===== src/design/mrsa_pkg.sv =====
// Shared types and constants of the management-route slot allocator.
`timescale 1ns / 1ps

package mrsa_pkg;

    // Result codes reported in the status field.
    typedef enum logic [1:0] {
        STAT_OK        = 2'd0,
        STAT_PARAM_ERR = 2'd1,
        STAT_NO_SLOT   = 2'd2
    } status_t;

    // Controller states.
    typedef enum logic [2:0] {
        S_IDLE,
        S_DECODE,
        S_SWEEP_F,
        S_SWEEP_N,
        S_FIND,
        S_EVICT,
        S_OUT
    } state_t;

    // Commands from the controller to the datapath.
    typedef struct packed {
        logic    load;
        logic    clr_idx;
        logic    sweep_en;
        logic    sweep_force;
        logic    alloc_en;
        logic    evict_en;
        logic    set_status;
        status_t status;
        logic    out_load;
    } cmd_t;

    // Status from the datapath to the controller.
    typedef struct packed {
        logic func_free;
        logic port_err;
        logic have_free;
        logic idx_last;
        logic evict_hit;
    } sts_t;

    localparam logic [31:0] TIMEOUT_RESET = 32'd1000;
    localparam int          FUNC_CREATE   = 0;
    localparam int          FUNC_FREE     = 1;

endpackage


===== src/design/mrsa_ctrl.sv =====
// Controller state machine of the management-route slot allocator.
`timescale 1ns / 1ps

module mrsa_ctrl
    import mrsa_pkg::*;
(
    input  logic aclk,
    input  logic aresetn,
    input  logic s_tvalid,
    output logic s_tready,
    output logic m_tvalid,
    input  logic m_tready,
    input  sts_t sts,
    output cmd_t cmd
);

    state_t state_reg, state_next;
    logic   m_tvalid_reg, m_tvalid_next;

    always_ff @(posedge aclk) begin
        if (!aresetn) begin
            state_reg    <= S_IDLE;
            m_tvalid_reg <= 1'b0;
        end else begin
            state_reg    <= state_next;
            m_tvalid_reg <= m_tvalid_next;
        end
    end

    always_comb begin
        state_next = state_reg;
        cmd        = '0;
        cmd.status = STAT_OK;
        s_tready   = 1'b0;
        case (state_reg)
            S_IDLE: begin
                s_tready = 1'b1;
                if (s_tvalid) begin
                    cmd.load   = 1'b1;
                    state_next = S_DECODE;
                end
            end
            S_DECODE: begin
                if (sts.func_free) begin
                    state_next = S_SWEEP_F;
                end else if (sts.port_err) begin
                    cmd.set_status = 1'b1;
                    cmd.status     = STAT_PARAM_ERR;
                    state_next     = S_OUT;
                end else if (sts.have_free) begin
                    cmd.alloc_en = 1'b1;
                    state_next   = S_OUT;
                end else begin
                    state_next = S_SWEEP_N;
                end
            end
            S_SWEEP_F: begin
                cmd.sweep_en    = 1'b1;
                cmd.sweep_force = 1'b1;
                if (sts.idx_last) begin
                    cmd.set_status = 1'b1;
                    cmd.status     = STAT_OK;
                    state_next     = S_OUT;
                end
            end
            S_SWEEP_N: begin
                cmd.sweep_en = 1'b1;
                if (sts.idx_last) begin
                    state_next = S_FIND;
                end
            end
            S_FIND: begin
                cmd.clr_idx = 1'b1;
                if (sts.have_free) begin
                    cmd.alloc_en = 1'b1;
                    state_next   = S_OUT;
                end else begin
                    state_next = S_EVICT;
                end
            end
            S_EVICT: begin
                cmd.evict_en = 1'b1;
                if (sts.evict_hit) begin
                    state_next = S_OUT;
                end else if (sts.idx_last) begin
                    cmd.set_status = 1'b1;
                    cmd.status     = STAT_NO_SLOT;
                    state_next     = S_OUT;
                end
            end
            S_OUT: begin
                if (!m_tvalid_reg || m_tready) begin
                    cmd.out_load = 1'b1;
                    state_next   = S_IDLE;
                end
            end
            default: begin
                state_next = S_IDLE;
            end
        endcase
    end

    always_comb begin
        if (cmd.out_load) begin
            m_tvalid_next = 1'b1;
        end else if (m_tready) begin
            m_tvalid_next = 1'b0;
        end else begin
            m_tvalid_next = m_tvalid_reg;
        end
    end

    assign m_tvalid = m_tvalid_reg;

endmodule


===== src/design/mrsa_datapath.sv =====
// Datapath of the management-route slot allocator: slot table, counters, result register.
`timescale 1ns / 1ps

module mrsa_datapath
    import mrsa_pkg::*;
#(
    parameter int SLOTS = 4,
    parameter int PORTS = 5
) (
    input  logic        aclk,
    input  logic        aresetn,
    input  logic        in_func,
    input  logic [31:0] in_now,
    input  logic [3:0]  in_used,
    input  logic        in_force,
    input  logic [7:0]  in_ports,
    input  logic        cfg_we,
    input  logic [31:0] cfg_wdata,
    input  cmd_t        cmd,
    output sts_t        sts,
    output logic [1:0]  out_status,
    output logic [1:0]  out_slot,
    output logic [3:0]  out_taken,
    output logic [31:0] out_sent,
    output logic [31:0] out_dropped
);

    localparam int IDX_W = (SLOTS > 1) ? $clog2(SLOTS) : 1;

    // Captured request.
    logic        func_reg;
    logic [31:0] now_reg;
    logic [3:0]  used_reg;
    logic        force_reg;
    logic [7:0]  ports_reg;

    // Slot table and counters.
    logic [SLOTS-1:0] taken_reg, taken_next;
    logic [31:0]      stamp_reg [SLOTS];
    logic [31:0]      sent_reg, sent_next;
    logic [31:0]      drop_reg, drop_next;
    logic [31:0]      timeout_reg;
    logic [IDX_W-1:0] idx_reg, idx_next;
    logic [1:0]       res_status_reg, res_status_next;
    logic [1:0]       res_slot_reg, res_slot_next;

    // Result register.
    logic [1:0]  out_status_reg;
    logic [1:0]  out_slot_reg;
    logic [3:0]  out_taken_reg;
    logic [31:0] out_sent_reg;
    logic [31:0] out_drop_reg;

    logic [SLOTS-1:0] used_ext;
    logic [3:0]       taken_view;
    logic [IDX_W-1:0] free_idx;
    logic             have_free;
    logic [31:0]      age;
    logic             age_hit;
    logic             idx_last;
    logic             stamp_we;
    logic [IDX_W-1:0] stamp_addr;

    // Slots above the fourth have no used bit and are not shown in the mask.
    for (genvar gi = 0; gi < SLOTS; gi++) begin : g_used
        if (gi < 4) begin : g_have
            assign used_ext[gi] = used_reg[gi];
        end else begin : g_none
            assign used_ext[gi] = 1'b0;
        end
    end

    for (genvar gj = 0; gj < 4; gj++) begin : g_view
        if (gj < SLOTS) begin : g_have
            assign taken_view[gj] = taken_reg[gj];
        end else begin : g_none
            assign taken_view[gj] = 1'b0;
        end
    end

    // Lowest free slot.
    always_comb begin
        free_idx  = '0;
        have_free = 1'b0;
        for (int i = SLOTS - 1; i >= 0; i--) begin
            if (!taken_reg[i]) begin
                free_idx  = IDX_W'(i);
                have_free = 1'b1;
            end
        end
    end

    assign age      = now_reg - stamp_reg[idx_reg];
    assign age_hit  = age > timeout_reg;
    assign idx_last = idx_reg == IDX_W'(SLOTS - 1);

    assign sts.func_free = func_reg == 1'(FUNC_FREE);
    assign sts.port_err  = (9'(ports_reg) >> PORTS) != 9'd0;
    assign sts.have_free = have_free;
    assign sts.idx_last  = idx_last;
    assign sts.evict_hit = age_hit;

    always_comb begin
        taken_next      = taken_reg;
        sent_next       = sent_reg;
        drop_next       = drop_reg;
        idx_next        = idx_reg;
        res_status_next = res_status_reg;
        res_slot_next   = res_slot_reg;
        stamp_we        = 1'b0;
        stamp_addr      = free_idx;

        if (cmd.load || cmd.clr_idx) begin
            idx_next = '0;
        end

        if (cmd.sweep_en) begin
            idx_next = idx_reg + IDX_W'(1);
            if (taken_reg[idx_reg]) begin
                if (used_ext[idx_reg]) begin
                    sent_next           = sent_reg + 32'd1;
                    taken_next[idx_reg] = 1'b0;
                end else if (cmd.sweep_force && force_reg) begin
                    drop_next           = drop_reg + 32'd1;
                    taken_next[idx_reg] = 1'b0;
                end
            end
        end

        if (cmd.alloc_en) begin
            taken_next[free_idx] = 1'b1;
            stamp_we             = 1'b1;
            stamp_addr           = free_idx;
            res_status_next      = STAT_OK;
            res_slot_next        = 2'(free_idx);
        end

        // Eviction releases the slot and takes it again at once.
        if (cmd.evict_en) begin
            idx_next = idx_reg + IDX_W'(1);
            if (age_hit) begin
                drop_next       = drop_reg + 32'd1;
                stamp_we        = 1'b1;
                stamp_addr      = idx_reg;
                res_status_next = STAT_OK;
                res_slot_next   = 2'(idx_reg);
            end
        end

        if (cmd.set_status) begin
            res_status_next = cmd.status;
            res_slot_next   = 2'd0;
        end
    end

    always_ff @(posedge aclk) begin
        if (!aresetn) begin
            taken_reg   <= '0;
            sent_reg    <= '0;
            drop_reg    <= '0;
            idx_reg     <= '0;
            timeout_reg <= TIMEOUT_RESET;
        end else begin
            taken_reg <= taken_next;
            sent_reg  <= sent_next;
            drop_reg  <= drop_next;
            idx_reg   <= idx_next;
            if (cfg_we) begin
                timeout_reg <= cfg_wdata;
            end
        end
    end

    always_ff @(posedge aclk) begin
        res_status_reg <= res_status_next;
        res_slot_reg   <= res_slot_next;
        if (stamp_we) begin
            stamp_reg[stamp_addr] <= now_reg;
        end
        if (cmd.load) begin
            func_reg  <= in_func;
            now_reg   <= in_now;
            used_reg  <= in_used;
            force_reg <= in_force;
            ports_reg <= in_ports;
        end
        if (cmd.out_load) begin
            out_status_reg <= res_status_reg;
            out_slot_reg   <= res_slot_reg;
            out_taken_reg  <= taken_view;
            out_sent_reg   <= sent_reg;
            out_drop_reg   <= drop_reg;
        end
    end

    assign out_status  = out_status_reg;
    assign out_slot    = out_slot_reg;
    assign out_taken   = out_taken_reg;
    assign out_sent    = out_sent_reg;
    assign out_dropped = out_drop_reg;

`ifndef ASSERT_OFF
    a_alloc_has_free: assert property (@(posedge aclk) disable iff (!aresetn)
        cmd.alloc_en |-> have_free)
        else $error("allocation issued with no free slot");

    a_evict_all_taken: assert property (@(posedge aclk) disable iff (!aresetn)
        cmd.evict_en |-> !have_free)
        else $error("eviction scan while a slot is free");

    a_forced_sweep_clears: assert property (@(posedge aclk) disable iff (!aresetn)
        (cmd.sweep_en && cmd.sweep_force && force_reg) |=> !taken_reg[$past(idx_reg)])
        else $error("forced sweep left a slot taken");

    a_sent_step: assert property (@(posedge aclk) disable iff (!aresetn)
        aresetn |=> (sent_reg == $past(sent_reg) || sent_reg == $past(sent_reg) + 32'd1))
        else $error("sent counter moved by more than one");
`endif

endmodule


===== src/design/mgmt_route_slot_allocator_unit.sv =====
// Top level of the management-route slot allocator: stream ports, controller and datapath.
`timescale 1ns / 1ps
// A rejected or directly served create passes from the input transfer through decode to the
// result; a free sweep also sweeps every slot, and a create with no free slot sweeps, searches
// for a free slot and may then scan for an evictable slot; one slot is examined per cycle.
// One request is handled at a time; a new transfer is taken in the cycle after the result loads.
// Reset (aresetn low, synchronous) clears all taken flags, both counters and the output
// valid, and sets the timeout to 1000 ms; allocation timestamps are not cleared.

module mgmt_route_slot_allocator_unit
    import mrsa_pkg::*;
#(
    parameter int SLOTS = 4,
    parameter int PORTS = 5
) (
    input  logic        aclk,
    input  logic        aresetn,
    // Input channel.
    input  logic        s_tvalid,
    output logic        s_tready,
    // now_ms[31:0], used_mask[35:32], force_req[36], port_mask[44:37], zero pad
    input  logic [47:0] s_tdata,
    // func[0]: 0 create route, 1 free sweep
    input  logic        s_tuser,
    // Result channel.
    output logic        m_tvalid,
    input  logic        m_tready,
    // status[1:0], slot[3:2], taken_mask[7:4], sent_total[39:8], dropped_total[71:40]
    output logic [71:0] m_tdata,
    // Timeout register write port.
    input  logic        cfg_we,
    input  logic [31:0] cfg_wdata
);

    cmd_t        cmd;
    sts_t        sts;
    logic [1:0]  out_status;
    logic [1:0]  out_slot;
    logic [3:0]  out_taken;
    logic [31:0] out_sent;
    logic [31:0] out_dropped;

    // The controller walks each request through decode and, as needed, sweep, free-slot search and
    // eviction scan, and waits in its output state until the result register is free to load.
    mrsa_ctrl u_ctrl (
        .aclk     (aclk),
        .aresetn  (aresetn),
        .s_tvalid (s_tvalid),
        .s_tready (s_tready),
        .m_tvalid (m_tvalid),
        .m_tready (m_tready),
        .sts      (sts),
        .cmd      (cmd)
    );

    // The datapath owns the slot table, the counters, the timeout register and the
    // result register that decouples the two channels.
    mrsa_datapath #(
        .SLOTS (SLOTS),
        .PORTS (PORTS)
    ) u_datapath (
        .aclk        (aclk),
        .aresetn     (aresetn),
        .in_func     (s_tuser),
        .in_now      (s_tdata[31:0]),
        .in_used     (s_tdata[35:32]),
        .in_force    (s_tdata[36]),
        .in_ports    (s_tdata[44:37]),
        .cfg_we      (cfg_we),
        .cfg_wdata   (cfg_wdata),
        .cmd         (cmd),
        .sts         (sts),
        .out_status  (out_status),
        .out_slot    (out_slot),
        .out_taken   (out_taken),
        .out_sent    (out_sent),
        .out_dropped (out_dropped)
    );

    assign m_tdata = {out_dropped, out_sent, out_taken, out_slot, out_status};

endmodule

===== config.mk =====
export PLATFORM = sky130hd
export DESIGN_NAME = mgmt_route_slot_allocator_unit
export DESIGN_NICKNAME = d
export VERILOG_FILES = /design/src/design/mrsa_pkg.sv /design/src/design/mrsa_ctrl.sv /design/src/design/mrsa_datapath.sv /design/src/design/mgmt_route_slot_allocator_unit.sv
export SDC_FILE = /design/constraint.sdc
export NUM_CORES = 1
export LEC_CHECK = 0
export BUFFER_PORTS_ARGS = -buffer_cell sky130_fd_sc_hd__buf_2
export CAP_MARGIN = 20
export CORE_UTILIZATION = 59
export DETAILED_ROUTE_END_ITERATION = 8
export PLACE_DENSITY_LB_ADDON = 0.2
export REMOVE_ABC_BUFFERS = 1
export SLEW_MARGIN = 0
export SYNTH_ARGS = -nofsm -noshare
export SYNTH_HDL_FRONTEND = slang
export SYNTH_HIERARCHICAL = 1
export SYNTH_SLANG_ARGS = --single-unit

===== constraint.sdc =====
create_clock -name aclk -period 12.38 [get_ports aclk]
set_clock_uncertainty 0.05 [all_clocks]
set_input_delay 3.095 -clock aclk [delete_from_list [all_inputs] [get_ports aclk]]
set_output_delay 3.095 -clock aclk [all_outputs]
set_load 0.03 [all_outputs]

After elaboration in Yosys (flattened, before gate mapping)
Memories as Yosys holds them, arrays and structs flattened. A register that Yosys moved wholly into a read port is not among the register bits.
Cells that the tools add are included.
{"block": "totals", "ff_bits": 228, "ram_bits": 128, "input_bits": 86, "output_inout_bits": 74, "wordCells": 132, "memories": 1}
{"memory": "u_datapath.stamp_reg", "words": 4, "width": 32, "read_ports": 1, "rd_ports_with_merged_regs": 1, "write_ports": 1, "line": "mrsa_datapath.sv:39", "source": "logic [31:0] stamp_reg [SLOTS];"}
{"block": "op_classes", "n_addsub": 4, "n_lt_le_gt_ge": 5, "eq_ne": 10, "muxes": 77, "bitwise_logic": 3, "n_reduce_logical": 13}
{"operator": "two-way mux 32 bit", "count": 6}
{"operator": "adder 32 x 1 -> 32 bit, second input constant", "count": 2}
{"operator": "two-way mux 3 bit", "count": 13}
{"operator": "two-way mux 2 bit", "count": 19}
{"operator": "greater-than comparator 32 bit", "count": 1}
{"operator": "subtractor 32 bit", "count": 1}
{"operator": "two-way mux 1 bit", "count": 27}
{"operator": "one-hot mux 3 bit (7 select lines)", "count": 1}
{"operator": "two-way mux 4 bit", "count": 5}
{"operator": "equality test 3 bit, second input constant", "count": 3}
{"operator": "one-hot mux 3 bit (3 select lines)", "count": 1}
{"operator": "nonzero test 9 bit", "count": 1}
{"operator": "equality test 3 x 2 -> 1 bit, second input constant", "count": 2}
{"operator": "< comparator 2 x 3 -> 1 bit, second input constant", "count": 2}
{"operator": "AND reduction 3 bit", "count": 2}
{"operator": "AND 4 bit", "count": 1}
{"operator": "binary-select mux 1 bit (select 2 bit)", "count": 2}
{"operator": "demux 1 bit (select 2 bit)", "count": 2}
{"operator": "greater-or-equal comparator 2 x 1 -> 1 bit, second input constant", "count": 2}
{"operator": "!= test 2 x 1 -> 1 bit, second input constant", "count": 2}
{"operator": "inverter 4 bit", "count": 1}
{"operator": "OR 4 bit", "count": 1}
{"operator": "equality test 3 x 1 -> 1 bit, second input constant", "count": 1}
{"operator": "logical AND 1 bit", "count": 3}
{"operator": "10 further kinds", "count": 11}

Longest topological paths before layout
{"block": "depth", "ltp_word": 13, "depth_mapped": 29, "ltp_nobuf": 25}

Cells and area by module
The synthesis kept the hierarchy.
{"mod": "mrsa_datapath", "instances": 1, "cells_each": 1165, "area_each_um2": 15120.8, "seq_area_each_um2": 9399.0}
{"mod": "mrsa_ctrl", "instances": 1, "cells_each": 49, "area_each_um2": 367.9, "seq_area_each_um2": 80.1}

Worst setup path before layout
OpenSTA, ideal clock, no wires.
{"block": "synth_timing", "path_kind": "reg-to-reg", "startpoint": "reg with a tool-made name", "endpoint": "mem u_datapath.stamp_reg[0][0], enable pin", "setup_time_ns": 0.511, "t_arrival_ns": 8.451, "required_ns": 11.819, "slack_ns": 3.368, "path_stages_with_launch": 23, "path_buffers": 3, "synth_period_minus_slack_ns": 9.012, "cell_sequence": "dfxtp_1 clkbuf_1 buf_1 mux4_2 inv_1 ha_1 a21o_1 a221o_1 a31o_2 a31oi_1 o21ai_1 a21oi_1 o21ai_1 a21oi_1 xnor2_1 ha_1 and3_1 nand3_1 nor4_1 o311ai_1 and3_1 clkbuf_1 o41ai_1"}
{"item": "end: declaration", "line": "mrsa_datapath.sv:39"}

==> results.py <==
metrics = {
    "placed_design": {
        "place_inst": 1657,
        "dpl.hpwl_mm": 19.8,
        "place.gp.congestion": 0.832,
        "postPlaceCellArea_um2": 16500,
        "io_buffer_count": 151,
    },
    "critical_path": {
        "worstPathMaxFanout": 32,
        "required_ns": 12.46,
        "endpoint_kind": "flop",
        "cp-start-kind": "flop",
        "crit_type": "flop to flop",
        "arrival_ns": 7.52,
    },
    "finish": {
        "multi_input_area_um2": 5510,
        "layout_commonest_cell": "edfxtp_1",
        "nFillCells": 1811,
        "largest_reg_flops": 128,
        "final_util_pct": 70.1,
        "seqCellArea_um2": 9480,
        "final_cells": 1726,
        "mostFrequentLayoutCells": "241 x edfxtp_1, 151 x buf_2, 111 x dfxtp_1",
        "syn_to_final_growth_pct": 15.2,
        "finalNetCount": 1524,
        "fin_area_um2": 17800,
        "layout-drive-gt1-share_pct": 19.4,
        "antennaDiodeCount": 0,
    },
    "timing": {
        "rsz0062_at_grt": "false",
        "setup_violations": 0,
        "period_share_pct": 60.1,
        "slew-limit-headroom_pct": 29.1,
        "slew_viol_final": 0,
        "hold_viol_final": 0,
        "tightestPinTransition_ns": 1.06,
        "period_minus_slack_ns": 7.44,
        "fin_tns_setup_ns": 0,
        "timing.fmax_mhz": 134,
    },
    "drt": {
        "vias": 9844,
        "wl_per_cell_um": 17.3,
        "first_pass_iters": 5,
        "drc": 0,
        "drt_wl_total_mm": 29.8,
        "ant_nets": 0,
        "vias_per_cell": 5.70,
        "drt_iter0_drc": 865,
    },
    "global_route": {
        "grt_pass1_wl_mm": 47.5,
        "antenna_found_initial": 0,
        "overflow": 0,
        "grt_max_degree": 73,
        "track_usage_pct": 22.7,
        "grt_pass1_vias": 9443,
    },
    "hold_path": {
        "worstHoldPathType": "flop to flop",
    },
    "run_status": {
        "status": "complete, no violations",
    },
    "power": {
        "switching_share_pct": 32.9,
        "p_per_area_nw_per_um2": 233,
        "p_int_mw": 2.79,
        "power_frac_seq_pct": 36.4,
        "vdd_drop_max_mv": 0.143,
        "p_clk_share_pct": 27.7,
        "leakage_nw": 6.72,
        "p_comb_share_pct": 35.9,
        "p_switching_mw": 1.37,
    },
    "clocking": {
        "cts-resized-gates": 0,
        "root_buffer": "clkbuf_16",
        "cts_setup_buffers": 0,
        "tritoncts": "yes",
        "postCtsHoldBufs": 0,
        "htree_num_levels": 2,
        "cts_sinks": 353,
        "clkTransAtPathRegs_ns": 0.06,
        "cts-buffers-inserted": 37,
        "clk_latency_ns": 0.51,
        "cts_max_path_buffers": 3,
    },
    "floorplanning": {
        "die_x_um": 164,
        "die-area_um2": 26900,
        "initial_core_util_pct": 60.8,
        "coreArea_um2": 25500,
        "ios": 160,
        "die_height_um": 164,
        "fp-row-count": 58,
    },
    "yosys": {
        "synth_top_cell_by_area": "edfxtp_1",
        "synth_edf_count": 241,
        "syn-cell-area_um2": 15500,
        "syn_area_per_cell_um2": 12.8,
        "ys_seq_area_share_pct": 61.2,
        "ys.flop_type": "edfxtp_1",
        "ys_top_cells_by_area": "edfxtp_1 47%, dfxtp_1 14%, ha_1 5.7%",
        "netlist_instances": 1214,
        "yosys_warnings": 6,
        "synth_cell_types": 66,
        "ys_ff_latch": 353,
        "synth_top_area_share_pct": 46.7,
        "async_flop_share_pct": 0,
    },
    "job": {
        "max_cap_viol_count": 0,
    },
}
path summary, 6_finish.rpt:
kind	startpoint	end	slack, ns	cells past startpoint
worst max-delay path	flop	u_datapath/stamp_reg[3][19]	4.94	20
worst min register to register	u_datapath/res_status_reg[0]	u_datapath/out_status[0]	0.37	0
worst min-delay path	u_datapath/res_status_reg[0]	u_datapath/out_status[0]	0.37	0
worst max register to register	flop	u_datapath/stamp_reg[3][19]	4.94	20
power groups by stage:
stage / combinational (mW) / clock [mW] / sequential [mW]
after detailed placement: 1.48 / 0 / 1.54
final: 1.49 / 1.16 / 1.51
after global placement: 1.44 / 0 / 1.53
after CTS: 1.49 / 1.18 / 1.52
after global routing: 1.68 / 1.22 / 1.53
after floorplan: 1.10 / 0 / 1.57
cells in the mapped netlist, drive strengths merged, types with 7 or more instances:
library cell and count:
nand2b 10, nand3 37, o31ai 10, nand4 26, nor2 107, and4 8, mux2i 30, a21oi 67
and2 8, xor2 32, and3 15, nand2 57, ha 70, xnor2 28, a21o 19, or3 20
mux4 34, clkbuf 24, o21ai 48, buf 22, a211oi 7, dfxtp 112, o211ai 12, o21a 8
nor2b 11, inv 83, or4 8, edfxtp 241, nor3 11
kinds of logic after synthesis:
logic type / share of synthesized area, %
AND/OR/NAND/NOR: 11.1
AO/OA/AOI/OAI: 8.22
multiplexers: 6.88
adder cells (fa/ha/maj): 5.78
XOR/XNOR: 3.39
flip-flops: 61.2
buffers and inverters: 3.46
critical path, cell delays in order (launching register included):
cell      delay [ns]
dfxtp_2         0.31
buf_4           0.54
mux4_2          0.59
inv_1           0.07
ha_1            0.27
nand4_1         0.25
nor4_1          0.45
nand4_1         0.27
a41oi_1         0.36
a31oi_1         0.21
o21ai_1         0.25
o21a_1          0.14
nor2_1          0.04
xnor2_1         0.12
ha_1            0.28
nand4_1         0.10
nor4_1          0.64
o311ai_1        0.36
and3_1          0.36
nor2_2          0.40
a31o_2          0.92
stage by stage:
stage,setup slack (ns),total power [mW],hold WS [ns]
after floorplan,2.96,2.67,0.351
after global placement,4.86,2.97,0.361
after detailed placement,4.84,3.02,0.359
after CTS,4.80,4.18,0.373
after global routing,4.38,4.43,0.383
final,4.94,4.16,0.373
per-layer routing:
layer  part of all wire, %  GRT usage [%]  vias up  wire length [um]
li1                      -              -     4808                 -
met1                    45           30.3     4712             13400
met2                    48           38.6      279             14400
met3                   4.8           3.28       45              1450
met4                   2.1           6.90        0               639
met5                     0              0        -                 0
final cells by class:
class | count | share of cell area, %
clock inverter | 19 | 1.30
multi-input combinational | 732 | 30.9
timing repair buffer | 160 | 4.68
sequential | 353 | 53.1
tap | 330 | 2.31
clock buffer | 49 | 5.97
inverter | 83 | 1.75
(Power assumes the default switching activity.)
